==> src/rtl/core/start_delimited_frame_extractor_core_assert.svh <==
// ----------------------------------------------------------------------------
// Assertion macros for the start-delimited frame extractor core
// Concurrent checks that are compiled away in synthesis.
// ----------------------------------------------------------------------------
`ifndef START_DELIMITED_FRAME_EXTRACTOR_CORE_ASSERT_SVH
`define START_DELIMITED_FRAME_EXTRACTOR_CORE_ASSERT_SVH

`ifndef SYNTHESIS
// Same-cycle implication, sampled on clk and disabled during reset.
`define SDFE_ASSERT_SAME(lbl, ante, cons, msg) \
	lbl: assert property (@(posedge clk) disable iff (!arst_n) (ante) |-> (cons)) \
		else $error(msg);
// Next-cycle implication, sampled on clk and disabled during reset.
`define SDFE_ASSERT_NEXT(lbl, ante, cons, msg) \
	lbl: assert property (@(posedge clk) disable iff (!arst_n) (ante) |=> (cons)) \
		else $error(msg);
`else
`define SDFE_ASSERT_SAME(lbl, ante, cons, msg)
`define SDFE_ASSERT_NEXT(lbl, ante, cons, msg)
`endif

`endif

==> src/rtl/core/sdfe_pkg.sv <==
// ----------------------------------------------------------------------------
// sdfe_pkg
// Types, constants and helper functions shared by the frame extractor.
// ----------------------------------------------------------------------------
package sdfe_pkg;

	localparam int MAX_FRAME_LENGTH_DEF = 2048;
	localparam int COUNT_W              = 12;
	localparam int ADDR_W               = 5;
	localparam int DATA_W               = 32;
	localparam logic [COUNT_W-1:0] COUNT_MAX = {COUNT_W{1'b1}};

	typedef enum logic [1:0] {
		MODE_HUNT  = 2'd0,
		MODE_FIXED = 2'd1,
		MODE_VAR   = 2'd2
	} mode_t;

	typedef enum logic [2:0] {
		REG_START_COUNT  = 3'd0,
		REG_START_FIRST  = 3'd1,
		REG_START_SECOND = 3'd2,
		REG_STOP_COUNT   = 3'd3,
		REG_STOP_SECOND  = 3'd4,
		REG_FIXED_LENGTH = 3'd5,
		REG_MIN_LENGTH   = 3'd6
	} reg_idx_t;

	typedef struct packed {
		logic [1:0]         start_count;
		logic [7:0]         start_first;
		logic [7:0]         start_second;
		logic [1:0]         stop_count;
		logic [7:0]         stop_second;
		logic [COUNT_W-1:0] fixed_length;
		logic [COUNT_W-1:0] min_length;
	} cfg_t;

	typedef struct packed {
		logic [7:0] out_byte;
		logic       byte_valid;
		logic       frame_first;
		logic       frame_done;
	} res_t;

	// Up to three results caused by one received byte, in delivery order.
	typedef struct packed {
		res_t [2:0] res;
		logic [1:0] n;
	} grp_t;

	typedef struct packed {
		logic [1:0] left;
		logic       out_take;
	} q_stat_t;

	function automatic logic [COUNT_W-1:0] sat_inc(input logic [COUNT_W-1:0] v);
		sat_inc = (v == COUNT_MAX) ? v : v + 1'b1;
	endfunction

	function automatic res_t mk_res(input logic [7:0] b, input logic v,
		input logic first, input logic done);
		res_t r;
		r.out_byte    = b;
		r.byte_valid  = v;
		r.frame_first = first;
		r.frame_done  = done;
		mk_res = r;
	endfunction

endpackage

==> src/rtl/core/sdfe_cfg.sv <==
// ----------------------------------------------------------------------------
// sdfe_cfg
// APB register bank holding the framing configuration.
// ----------------------------------------------------------------------------
module sdfe_cfg import sdfe_pkg::*; (
	input  logic              clk,
	input  logic              arst_n,
	input  logic              psel,
	input  logic              penable,
	input  logic              pwrite,
	input  logic [ADDR_W-1:0] paddr,
	input  logic [DATA_W-1:0] pwdata,
	output logic [DATA_W-1:0] prdata,
	output logic              pready,
	output cfg_t              cfg
);

	cfg_t     cfg_q;
	reg_idx_t idx;
	logic     wr_en;

	assign idx    = reg_idx_t'(paddr[ADDR_W-1:2]);
	assign wr_en  = psel & penable & pwrite;
	assign pready = 1'b1;
	assign cfg    = cfg_q;

	always_ff @(posedge clk or negedge arst_n) begin
		if (!arst_n) begin
			cfg_q.start_count  <= 2'd1;
			cfg_q.start_first  <= 8'd16;
			cfg_q.start_second <= 8'd0;
			cfg_q.stop_count   <= 2'd0;
			cfg_q.stop_second  <= 8'd3;
			cfg_q.fixed_length <= '0;
			cfg_q.min_length   <= '0;
		end else if (wr_en) begin
			unique case (idx)
				REG_START_COUNT:  cfg_q.start_count  <= pwdata[1:0];
				REG_START_FIRST:  cfg_q.start_first  <= pwdata[7:0];
				REG_START_SECOND: cfg_q.start_second <= pwdata[7:0];
				REG_STOP_COUNT:   cfg_q.stop_count   <= pwdata[1:0];
				REG_STOP_SECOND:  cfg_q.stop_second  <= pwdata[7:0];
				REG_FIXED_LENGTH: cfg_q.fixed_length <= pwdata[COUNT_W-1:0];
				REG_MIN_LENGTH:   cfg_q.min_length   <= pwdata[COUNT_W-1:0];
				default: ;
			endcase
		end
	end

	always_comb begin
		unique case (idx)
			REG_START_COUNT:  prdata = DATA_W'(cfg_q.start_count);
			REG_START_FIRST:  prdata = DATA_W'(cfg_q.start_first);
			REG_START_SECOND: prdata = DATA_W'(cfg_q.start_second);
			REG_STOP_COUNT:   prdata = DATA_W'(cfg_q.stop_count);
			REG_STOP_SECOND:  prdata = DATA_W'(cfg_q.stop_second);
			REG_FIXED_LENGTH: prdata = DATA_W'(cfg_q.fixed_length);
			REG_MIN_LENGTH:   prdata = DATA_W'(cfg_q.min_length);
			default:          prdata = '0;
		endcase
	end

endmodule

==> src/rtl/core/sdfe_parse.sv <==
// ----------------------------------------------------------------------------
// sdfe_parse
// Framing state and the per-byte decode that forms each result group.
// ----------------------------------------------------------------------------
module sdfe_parse import sdfe_pkg::*; #(
	parameter int MAX_FRAME_LENGTH = MAX_FRAME_LENGTH_DEF
) (
	input  logic       clk,
	input  logic       arst_n,
	input  cfg_t       cfg,
	input  logic       accept,
	input  logic [7:0] rx_byte,
	output grp_t       grp
);

	localparam int LW = $clog2(MAX_FRAME_LENGTH + 1);
	localparam int CW = (LW > COUNT_W) ? LW : COUNT_W;
	localparam logic [CW-1:0] MAX_C = CW'(MAX_FRAME_LENGTH);

	mode_t              mode_q, mode_d;
	logic               hv_q, hv_d;
	logic [7:0]         hb_q, hb_d;
	logic               sm_q, sm_d;
	logic [COUNT_W-1:0] count_q, count_d;

	logic          two, stop_en, fixed_sel, len_ok;
	logic [CW-1:0] start_len, fl, ml, fix_eff, min_eff;
	logic          go_frame, go_two, fixed_done, begin_done;
	logic [1:0]    k;

	assign two       = cfg.start_count[1];
	assign stop_en   = cfg.stop_count[1];
	assign fixed_sel = cfg.fixed_length != '0;
	assign start_len = two ? CW'(2) : CW'(1);
	assign fl        = CW'(cfg.fixed_length);
	assign ml        = CW'(cfg.min_length);
	assign fix_eff   = (fl > MAX_C) ? MAX_C : ((fl < start_len) ? start_len : fl);
	assign min_eff   = (ml > MAX_C) ? MAX_C : ml;
	assign len_ok    = CW'(count_q) >= min_eff;

	always_comb begin
		mode_d     = mode_q;
		hv_d       = hv_q;
		hb_d       = hb_q;
		sm_d       = sm_q;
		count_d    = count_q;
		grp        = '0;
		k          = 2'd0;
		go_frame   = 1'b0;
		go_two     = 1'b0;
		fixed_done = 1'b0;
		begin_done = 1'b0;

		unique case (mode_q)
			MODE_FIXED: begin
				count_d    = sat_inc(count_q);
				fixed_done = CW'(count_d) >= fix_eff;
				grp.res[k] = mk_res(rx_byte, 1'b1, 1'b0, fixed_done);
				k          = k + 2'd1;
				if (fixed_done) begin
					mode_d = MODE_HUNT;
				end
			end
			MODE_VAR: begin
				if (!hv_q) begin
					if (rx_byte == cfg.start_first) begin
						hv_d = 1'b1;
						hb_d = rx_byte;
					end else begin
						grp.res[k] = mk_res(rx_byte, 1'b1, 1'b0, 1'b0);
						k          = k + 2'd1;
						count_d    = sat_inc(count_q);
					end
				end else begin
					hv_d = 1'b0;
					if (!two && rx_byte == hb_q) begin
						// Doubled escape byte: one data byte, two raw bytes.
						grp.res[k] = mk_res(hb_q, 1'b1, 1'b0, 1'b0);
						k          = k + 2'd1;
						count_d    = sat_inc(sat_inc(count_q));
					end else if (!two && stop_en && rx_byte == cfg.stop_second) begin
						grp.res[k] = mk_res(hb_q, 1'b1, 1'b0, 1'b0);
						k          = k + 2'd1;
						grp.res[k] = mk_res(rx_byte, 1'b1, 1'b0, 1'b0);
						k          = k + 2'd1;
						count_d    = sat_inc(sat_inc(count_q));
					end else if (len_ok && (!two || rx_byte == cfg.start_second)) begin
						// A new start ends this frame with a bare marker.
						grp.res[k] = mk_res(8'd0, 1'b0, 1'b0, 1'b1);
						k          = k + 2'd1;
						go_frame   = 1'b1;
						go_two     = two;
					end else begin
						grp.res[k] = mk_res(hb_q, 1'b1, 1'b0, 1'b0);
						k          = k + 2'd1;
						count_d    = sat_inc(count_q);
						if (rx_byte == cfg.start_first) begin
							hv_d = 1'b1;
							hb_d = rx_byte;
						end else begin
							grp.res[k] = mk_res(rx_byte, 1'b1, 1'b0, 1'b0);
							k          = k + 2'd1;
							count_d    = sat_inc(count_d);
						end
					end
				end
			end
			default: begin
				mode_d = MODE_HUNT;
				if (!sm_q) begin
					if (rx_byte == cfg.start_first) begin
						sm_d = 1'b1;
						hb_d = rx_byte;
					end
				end else begin
					sm_d = 1'b0;
					if (two) begin
						if (rx_byte == cfg.start_second) begin
							go_frame = 1'b1;
							go_two   = 1'b1;
						end else if (rx_byte == cfg.start_first) begin
							sm_d = 1'b1;
							hb_d = rx_byte;
						end
					end else if (rx_byte != hb_q &&
						!(stop_en && rx_byte == cfg.stop_second)) begin
						go_frame = 1'b1;
					end
				end
			end
		endcase

		if (go_frame) begin
			begin_done = fixed_sel && (fix_eff == start_len);
			hv_d       = 1'b0;
			sm_d       = 1'b0;
			count_d    = go_two ? COUNT_W'(2) : COUNT_W'(1);
			mode_d     = fixed_sel ? MODE_FIXED : MODE_VAR;
			if (go_two) begin
				grp.res[k] = mk_res(hb_q, 1'b1, 1'b1, 1'b0);
				k          = k + 2'd1;
				grp.res[k] = mk_res(rx_byte, 1'b1, 1'b0, begin_done);
				k          = k + 2'd1;
			end else begin
				grp.res[k] = mk_res(hb_q, 1'b1, 1'b1, begin_done);
				k          = k + 2'd1;
			end
			if (begin_done) begin
				mode_d = MODE_HUNT;
			end
			// With a one-byte start the confirming byte belongs to the new frame, unless the start byte alone completes it.
			if (!go_two) begin
				if (begin_done) begin
					if (rx_byte == cfg.start_first) begin
						sm_d = 1'b1;
						hb_d = rx_byte;
					end
				end else if (fixed_sel) begin
					count_d    = COUNT_W'(2);
					fixed_done = CW'(2) >= fix_eff;
					grp.res[k] = mk_res(rx_byte, 1'b1, 1'b0, fixed_done);
					k          = k + 2'd1;
					if (fixed_done) begin
						mode_d = MODE_HUNT;
					end
				end else if (rx_byte == cfg.start_first) begin
					hv_d = 1'b1;
					hb_d = rx_byte;
				end else begin
					grp.res[k] = mk_res(rx_byte, 1'b1, 1'b0, 1'b0);
					k          = k + 2'd1;
					count_d    = COUNT_W'(2);
				end
			end
		end

		grp.n = k;
	end

	always_ff @(posedge clk or negedge arst_n) begin
		if (!arst_n) begin
			mode_q  <= MODE_HUNT;
			hv_q    <= 1'b0;
			hb_q    <= 8'd0;
			sm_q    <= 1'b0;
			count_q <= '0;
		end else if (accept) begin
			mode_q  <= mode_d;
			hv_q    <= hv_d;
			hb_q    <= hb_d;
			sm_q    <= sm_d;
			count_q <= count_d;
		end
	end

endmodule

==> src/rtl/core/sdfe_outq.sv <==
// ----------------------------------------------------------------------------
// sdfe_outq
// Result group register and output register; hands out one result per beat.
// ----------------------------------------------------------------------------
module sdfe_outq import sdfe_pkg::*; (
	input  logic    clk,
	input  logic    arst_n,
	input  grp_t    grp,
	input  logic    rx_valid,
	output logic    rx_ready,
	output logic    res_valid,
	input  logic    res_ready,
	output res_t    res,
	output q_stat_t stat
);

	res_t [2:0] grp_s1;
	logic [1:0] left_q;
	logic [1:0] pos_q;
	res_t       out_q;
	logic       out_valid_q;
	logic       out_take;
	logic       move;
	logic       load;

	assign out_take = !out_valid_q || res_ready;
	assign move     = (left_q != 2'd0) && out_take;
	assign rx_ready = (left_q == 2'd0) || ((left_q == 2'd1) && out_take);
	assign load     = rx_valid && rx_ready;

	assign res_valid     = out_valid_q;
	assign res           = out_q;
	assign stat.left     = left_q;
	assign stat.out_take = out_take;

	always_ff @(posedge clk) begin
		if (load) begin
			grp_s1 <= grp.res;
		end
		if (move) begin
			out_q <= grp_s1[pos_q];
		end
	end

	always_ff @(posedge clk or negedge arst_n) begin
		if (!arst_n) begin
			left_q      <= 2'd0;
			pos_q       <= 2'd0;
			out_valid_q <= 1'b0;
		end else begin
			if (load) begin
				left_q <= grp.n;
				pos_q  <= 2'd0;
			end else if (move) begin
				left_q <= left_q - 2'd1;
				pos_q  <= pos_q + 2'd1;
			end
			if (move) begin
				out_valid_q <= 1'b1;
			end else if (res_ready) begin
				out_valid_q <= 1'b0;
			end
		end
	end

endmodule

==> src/rtl/core/start_delimited_frame_extractor_core.sv <==
// ----------------------------------------------------------------------------
// start_delimited_frame_extractor_core
// Cuts start-delimited frames out of a received byte stream.
// ----------------------------------------------------------------------------
// Received bytes enter on the rx channel (rx_valid/rx_ready, one byte per beat).
// Frame bytes leave on the res channel (res_valid/res_ready), one result per
// beat, with byte_valid, frame_first and frame_done flags; a bare end-of-frame
// marker has byte_valid low. One byte can give zero to three results.
// Each accepted byte is decoded combinationally against the framing state and
// its results are written to a result group register; from there the first
// result moves to the output register as soon as that register is free.
// A byte that gives one result can be accepted every cycle while the receiver
// takes results; a byte giving more holds the group register until its last
// result moves on. The receiver may stall at any time: the output register
// holds its result and rx_ready stays low while the group register holds more
// than one result, or holds its last result behind a stalled output register.
// Reset clears the framing state to hunting, empties both registers and loads
// the configuration defaults. Configuration is written over the APB port; the
// user must write it only while the block is idle, which it does not enforce.
// ----------------------------------------------------------------------------
`include "start_delimited_frame_extractor_core_assert.svh"

module start_delimited_frame_extractor_core import sdfe_pkg::*; #(
	parameter int MAX_FRAME_LENGTH = MAX_FRAME_LENGTH_DEF
) (
	input  logic              clk,
	input  logic              arst_n,
	// Configuration port.
	input  logic              psel,
	input  logic              penable,
	input  logic              pwrite,
	input  logic [ADDR_W-1:0] paddr,
	input  logic [DATA_W-1:0] pwdata,
	output logic [DATA_W-1:0] prdata,
	output logic              pready,
	// Received byte stream.
	input  logic              rx_valid,
	output logic              rx_ready,
	input  logic [7:0]        rx_byte,
	// Frame results.
	output logic              res_valid,
	input  logic              res_ready,
	output logic [7:0]        out_byte,
	output logic              byte_valid,
	output logic              frame_first,
	output logic              frame_done
);

	cfg_t    cfg;
	grp_t    grp;
	res_t    res;
	q_stat_t stat;
	logic    accept;

	// A beat on the rx channel advances the framing state.
	assign accept = rx_valid && rx_ready;

	sdfe_cfg u_cfg (
		.clk     (clk),
		.arst_n  (arst_n),
		.psel    (psel),
		.penable (penable),
		.pwrite  (pwrite),
		.paddr   (paddr),
		.pwdata  (pwdata),
		.prdata  (prdata),
		.pready  (pready),
		.cfg     (cfg)
	);

	// The decoder works on the byte straight from the port; its results
	// are captured by the group register in the output queue.
	sdfe_parse #(
		.MAX_FRAME_LENGTH (MAX_FRAME_LENGTH)
	) u_parse (
		.clk     (clk),
		.arst_n  (arst_n),
		.cfg     (cfg),
		.accept  (accept),
		.rx_byte (rx_byte),
		.grp     (grp)
	);

	sdfe_outq u_outq (
		.clk       (clk),
		.arst_n    (arst_n),
		.grp       (grp),
		.rx_valid  (rx_valid),
		.rx_ready  (rx_ready),
		.res_valid (res_valid),
		.res_ready (res_ready),
		.res       (res),
		.stat      (stat)
	);

	assign out_byte    = res.out_byte;
	assign byte_valid  = res.byte_valid;
	assign frame_first = res.frame_first;
	assign frame_done  = res.frame_done;

	// A new byte is only taken when at most the last pending result remains.
	`SDFE_ASSERT_SAME(a_accept_room, accept, stat.left <= 2'd1, "byte accepted over pending results")
	// Pending results reach the output register whenever the receiver takes one.
	`SDFE_ASSERT_NEXT(a_drain, (stat.left != 2'd0) && res_ready, res_valid, "pending result not forwarded")
	// An end-of-frame marker is always followed by the first byte of the next frame.
	`SDFE_ASSERT_SAME(a_marker_then_start, (grp.n != 2'd0) && !grp.res[0].byte_valid, (grp.n >= 2'd2) && grp.res[1].frame_first, "marker without following frame start")

endmodule
==> config.mk <==
export PLATFORM = sky130hd
export DESIGN_NAME = start_delimited_frame_extractor_core
export DESIGN_NICKNAME = d
export VERILOG_FILES = /design/src/rtl/core/sdfe_pkg.sv /design/src/rtl/core/sdfe_cfg.sv /design/src/rtl/core/sdfe_parse.sv /design/src/rtl/core/sdfe_outq.sv /design/src/rtl/core/start_delimited_frame_extractor_core.sv
export VERILOG_INCLUDE_DIRS = /design/src /design/src/rtl/core
export SDC_FILE = /design/constraint.sdc
export NUM_CORES = 1
export LEC_CHECK = 0
export ABC_AREA = 1
export BUFFER_PORTS_ARGS = -buffer_cell sky130_fd_sc_hd__clkbuf_2
export CELL_PAD_IN_SITES_DETAIL_PLACEMENT = 0
export CELL_PAD_IN_SITES_GLOBAL_PLACEMENT = 2
export CORE_ASPECT_RATIO = 0.5
export CORE_MARGIN = 1
export CORE_UTILIZATION = 38
export CTS_BUF_LIST = sky130_fd_sc_hd__clkbuf_4
export DETAILED_ROUTE_END_ITERATION = 8
export HOLD_SLACK_MARGIN = 0.12
export PLACE_DENSITY = 0.9
export SYNTH_ARGS = -nofsm -noshare
export SYNTH_HDL_FRONTEND = slang
export SYNTH_SLANG_ARGS = --single-unit
==> constraint.sdc <==
create_clock -name clk -period 7.5 [get_ports clk]
set_clock_uncertainty 0.15 [all_clocks]
set_input_delay 1.5 -clock clk [delete_from_list [all_inputs] [get_ports clk]]
set_output_delay 1.5 -clock clk [all_outputs]
set_load 0.02 [all_outputs]
# Yosys cells after proc, flatten, opt, wreduce, memory -nomap -nowiden

Cells that the tools add are included.

Equal/unequal tests: 22
Reduce and logical (&&, ||, !) cells: 39
Add/sub/neg operators: 7
$lt $le $gt $ge: 13
Multiplexer cells: 126
Bitwise logic cells: 2

Operators by type and width:

| operator                                                          | number |
|---|---|
| two-way mux 33 bit                                                | 6 |
| two-way mux 12 bit                                                | 16 |
| bitwise mux 33 bit                                                | 5 |
| two-way mux 11 bit                                                | 12 |
| two-way mux 8 bit                                                 | 13 |
| one-hot mux 12 bit (7 select lines)                               | 1 |
| demux 11 bit (select 2 bit)                                       | 3 |
| two-way mux 2 bit                                                 | 26 |
| two-way mux 22 bit                                                | 2 |
| two-way mux 1 bit                                                 | 34 |
| == test 8 bit                                                     | 4 |
| adder 12 x 1 -> 12 bit, second input constant                     | 2 |
| == test 12 bit, second input constant                             | 2 |
| greater-or-equal comparator 12 bit                                | 2 |
| greater-than comparator 12 bit, second input constant             | 2 |
| one-hot mux 12 bit (2 select lines)                               | 1 |
| binary-select mux 11 bit (select 2 bit)                           | 1 |
| one-hot mux 11 bit (2 select lines)                               | 1 |
| AND reduction 2 bit                                               | 9 |
| one-hot mux 8 bit (2 select lines)                                | 1 |
| logical AND 1 bit                                                 | 13 |
| == test 12 bit                                                    | 1 |
| greater-or-equal comparator 2 x 12 -> 1 bit, first input constant | 1 |
| less-than comparator 12 bit                                       | 1 |
| other kinds (27)                                                  | 50 |

Output and inout bits: 46
Input port bits: 52
Bits in registers: 125
Word-level logic and storage cells: 240

# Logic depth before layout (Yosys ltp)

Depth in word-level cells: 23
Mapped depth: 29
Mapped depth without buffers: 29

# By module

Synthesis repeated with hierarchy kept, for this count alone.

Cells, all modules: 1486
Area, all modules: 10307.4 um^2

By module, submodules not included:

| module                               | area each (um^2) | times used | seq. area each (um^2) | cells each |
|---|---|---|---|---|
| sdfe_parse                           | 5627.9           | 1          | 600.6                 | 991 |
| sdfe_cfg                             | 2772.7           | 1          | 1306.3                | 355 |
| sdfe_outq                            | 1899.3           | 1          | 1446.4                | 138 |
| start_delimited_frame_extractor_core | 7.5              | 1          | 0.0                   | 2 |

# Worst setup path after synthesis

No wires, ideal clock.

Kind: input-to-reg
From: input port rx_byte[0]
To: register u_outq.grp_s1[10] (netlist name), data pin
Data required time: 7.096 ns
Setup slack: 2.922 ns
Setup time: 0.254 ns
Cell stages on the path: 21
Path buffers: 2
Arrival time: 4.175 ns
Cell sequence: buf_4 -> inv_2 -> nand2_1 -> nand3_1 -> and2b_1 -> nand3_2 -> nand2_1 -> nand3b_1 -> nor2_2 -> nand2_1 -> ha_1 -> clkbuf_1 -> o2111ai_1 -> nand2_1 -> inv_1 -> ha_1 -> nand3_2 -> nand2_4 -> nand2_1 -> nand3_1 -> nand2_1

RTL lines:

| what                 | RTL line                                   | text |
|---|---|---|
| start, declared      | start_delimited_frame_extractor_core.sv:39 | `input logic [7:0] rx_byte,` |
| end signal, assigned | sdfe_outq.sv:38                            | `grp_s1 <= grp.res;` |
| end, declared        | sdfe_outq.sv:17                            | `res_t [2:0] grp_s1;` |

==> impl_summary.txt <==
----------------------------------------------------
[Run status]
  Status ... finished, final reports clean

[Detailed routing]
  Routed Antenna Nets ... 0
  Via-to-Cell Ratio ... 5.22
  Routed wire length per instance ... around 17 µm
  Via count ... around 9k
  Residual DRC ... 0
  First DRT Iteration DRCs ... ~900
  Total wirelength of the detailed-routed design ... roughly 29000 µm
  Initial DRT Pass Iterations ... 8

[Worst setup path]
  Data arrival time at the worst-slack endpoint ... 5.37 ns
  Data required time of the critical path ... approximately 7.7 ns
  Max Fanout on Critical Path ... 16
  Type of element capturing the critical path ... flop
  Type of element launching the critical path ... primary input
  Worst Path Class, Setup ... in2reg

[Finish]
  Leading cell type in the layout, fill and taps excluded ... sky130_fd_sc_hd__nand2_1
  Multi-input gate area ... 5370 µm²
  Net count, final ... between 1k and 1.5k
  Share of post-route cells with drive strength above 1 ... between 10% and 20%
  Relative area change from synthesis to final layout ... 7.45%
  Area occupied by registers ... between 3000 and 4000 µm²
  Fin cells ... about 1.7k
  Top library cells by usage in the layout, fill and taps aside ... sky130_fd_sc_hd__nand2_1, sky130_fd_sc_hd__nand3_1, sky130_fd_sc_hd__o21ai_0
  Number of fill cells in the layout ... roughly 2.6k

[STA]
  Number of hold-slack violations in the final timing report ... 0
  Setup violations, final ... 0
  Worst setup slack after layout ... ~2.3 ns
  Number of pins with negative max-slew slack in the final report ... 0
  Aggregate negative setup slack ... 0 ns
  Unrepaired setup endpoints after global routing ... false
  Share of the cycle needed by the critical path after routing ... between 60% and 70%
  Fmax achieved ... approximately 190 MHz
  Worst max-slew margin expressed relative to the limit ... approximately 24%
  Shortest period the worst path allows ... 5.18 ns
  Worst Tran Pin Value ... about 1.1 ns

[Global routing]
  Residual overflow from global routing ... 0
  First-pass GRT wire length ... roughly 46000 µm
  Vias in the first global route ... ~8.4k
  Pin count of the biggest net entering global routing ... 56
  Total Routing Usage GR ... about a quarter
  Antenna violations before repair ... 1

[Synthesis]
  Post-Syn Area ... 9570 µm²
  Simple-gate portion of the synthesized area ... roughly 34%
  Primary flip-flop cell chosen by synthesis mapping ... sky130_fd_sc_hd__dfrtp_1
  Post-synthesis instance total ... between 1k and 1.5k
  Cell type contributing the most total cell area after synthesis ... sky130_fd_sc_hd__dfrtp_1
  Number of enable flip-flop cells after synthesis ... 44
  Top cells by area in the synthesized netlist ... sky130_fd_sc_hd__dfrtp_1, sky130_fd_sc_hd__nand2_1, sky130_fd_sc_hd__edfxtp_1
  Multiplexer share of the synthesized area ... 0.340%
  Seq/Total Area, Yosys ... between 30% and 40%
  Synthesized area divided by synthesized cell count ... 7.06 µm²
  Area fraction in compound gates after synthesis ... a little over an eighth
  Area share of the largest cell type after synthesis ... between 20% and 30%
  Post-synth cell types ... 57
  Arithmetic-cell share of the synthesized area counting full adders, half adders and majority gates ... around 5.1%
  Register bit count reported by yosys ... between 100 and 150
  Async SR Flop Fraction ... 64.8%
  Synth Warn # ... 0
  Dominant combinational cell family by area after synthesis ... simple AND/OR/NAND/NOR gates
  Post-synthesis xor/xnor area fraction ... 3.02%

[Job]
  Number of maximum-capacitance violations ... 0

[Worst hold path]
  Min-Delay Path Class ... reg2reg

[Clock tree]
  Maximum clock path buffer count ... 2
  CTS tree ... yes
  Post-cts repair resize count ... 0
  Total clock buffers created by CTS ... 17
  Later-pin clock latency in the skew report ... 0.60 ns
  Clock root buffer ... sky130_fd_sc_hd__clkbuf_4
  H-Tree Depth ... 4
  # Post-CTS Setup Buffers ... 0
  Clock transition at the registers of the reported paths ... ~0.11 ns
  Number of hold buffers added after CTS ... 0
  CTS Sinks ... roughly 130

[Power]
  Total leakage power ... roughly 4.8 nW
  Highest ir drop seen on vdd ... 0.102 mV
  Total power density per cell area ... roughly 300 nW/µm²

[Placed design]
  Total of buffers placed on input and output ports ... 54
  Instance count after placement with tap cells included ... 1697
  Placer's final routability congestion estimate ... about 0.85
  HPWL Detailed ... approximately 22000 µm
  Dpl ws ... about 1.7 ns

[Floorplan]
  Initial Utilization ... roughly two fifths
  Count of standard-cell rows ... 40
  Die Footprint ... approximately 26000 µm²
  Top-Level Pins ... 98
  Die width ... approximately 230 µm
  Vertical extent of the die ... about 110 µm
  Std-Cell Core Area ... roughly 24000 µm²

----------------------------------------------------
-- flip-flops by register name (all words and copies together), names as in the netlist, 2 cells and up --
signal           flops
u_cfg.cfg           52
u_parse.hb_q         8
u_outq.left_q        2
u_parse.mode_q       2
u_parse.count_q     12
u_outq.res          11
u_outq.grp_s1       33
u_outq.pos_q         2
-- power by group --
part / internal [mW] / switching, mW / leakage, nW
Combinational: 0.435 / 0.933 / 3.23
Sequential: 0.947 / 0.201 / 1.43
Clock: 0.269 / 0.290 / 0.171
Total: 1.65 / 1.42 / 4.82
-- worst paths after layout --
path                                    start                end  slack [ns]  cells past startpoint
min in group asynchronous              arst_n       u_cfg.cfg[4]        0.66                      1
worst min-delay path            u_cfg.cfg[32]      u_cfg.cfg[32]        0.36                      2
worst min register to register  u_cfg.cfg[32]      u_cfg.cfg[32]        0.36                      2
max in group asynchronous              arst_n    u_outq.pos_q[1]        5.38                      2
worst max-delay path               rx_byte[1]  u_outq.grp_s1[10]        2.32                     22
worst max register to register   u_cfg.cfg[1]  u_outq.grp_s1[10]        2.48                     27
-- per-stage QoR --
stage	utilization [%]	hold slack, ns	power (mW)	area [µm²]
2_1_floorplan	-	0.303	2.15	9650
3_3_place_gp	40.9	0.321	2.48	9960
3_5_place_dp	40.9	0.333	2.52	9960
4_1_cts	42.2	0.361	3.09	10300
5_1_grt	42.2	0.404	3.33	10300
6_report	42.2	0.356	3.07	10300
-- per-layer routing --
layer  vias up  routed length [µm]  share of wire (%)  GRT usage (%)
met5         -                   0                  0              0
met4         0                 376                1.3           5.72
met3        31                1750                6.1           4.90
met2       282               12400                 43           35.7
met1      4235               14300                 50           33.9
li1       4490                   -                  -              -
-- cell type report --
type | count | area share [%]
diodes | 1 | 0.0243
clock buffers | 18 | 1.31
clock inverters | 14 | 1.85
inverters | 135 | 4.94
multi-input cells | 1042 | 52.2
flip-flops and latches | 125 | 32.6
well taps | 336 | 4.09
repair buffers | 59 | 3.02
-- critical path, cell delays in order --
cell and delay, ns:
sky130_fd_sc_hd__clkbuf_2 0.29, sky130_fd_sc_hd__inv_1 0.24, sky130_fd_sc_hd__nand2_1 0.10, sky130_fd_sc_hd__nand4_1 0.09, sky130_fd_sc_hd__nor3_1 0.26, sky130_fd_sc_hd__nand2_2 0.24, sky130_fd_sc_hd__inv_2 0.29, sky130_fd_sc_hd__nand2_1 0.09
sky130_fd_sc_hd__nand3b_1 0.16, sky130_fd_sc_hd__nand2_1 0.11, sky130_fd_sc_hd__nand2_1 0.07, sky130_fd_sc_hd__nand2_1 0.13, sky130_fd_sc_hd__ha_1 0.36, sky130_fd_sc_hd__o2111ai_1 0.28, sky130_fd_sc_hd__nand2_1 0.14, sky130_fd_sc_hd__inv_1 0.11
sky130_fd_sc_hd__ha_1 0.20, sky130_fd_sc_hd__nand3_2 0.25, sky130_fd_sc_hd__nand2_4 0.20, sky130_fd_sc_hd__nand2_1 0.07, sky130_fd_sc_hd__nand3_1 0.09, sky130_fd_sc_hd__nand2_1 0.07
-- synthesized netlist by cell type (8+ instances only) --
master	instances
sky130_fd_sc_hd__nand2_1	382
sky130_fd_sc_hd__nand3_1	135
sky130_fd_sc_hd__o21ai_0	135
sky130_fd_sc_hd__inv_1	120
sky130_fd_sc_hd__nor2_1	104
sky130_fd_sc_hd__dfrtp_1	77
sky130_fd_sc_hd__a21oi_1	53
sky130_fd_sc_hd__edfxtp_1	44
sky130_fd_sc_hd__ha_1	39
sky130_fd_sc_hd__clkbuf_1	25
sky130_fd_sc_hd__buf_4	24
sky130_fd_sc_hd__xor2_1	22
sky130_fd_sc_hd__nand2_2	15
sky130_fd_sc_hd__nand3b_1	14
sky130_fd_sc_hd__nand4_1	14
sky130_fd_sc_hd__buf_2	11
sky130_fd_sc_hd__nor3_1	11
sky130_fd_sc_hd__o21ai_1	11
sky130_fd_sc_hd__xnor2_1	11
sky130_fd_sc_hd__inv_2	10
sky130_fd_sc_hd__nor2_2	9
sky130_fd_sc_hd__a221oi_1	8
sky130_fd_sc_hd__nand3_2	8
-- logic make-up after synthesis --
logic type	Yosys count
AOI/OAI and AO/OA	233
xor gates and xnor gates	33
adders and majority gates	39
buffers and inverters	209
DFF	125
muxes	3
other	2
and+or+nand+nor	713
No activity file was read; power rests on OpenSTA's default activity.
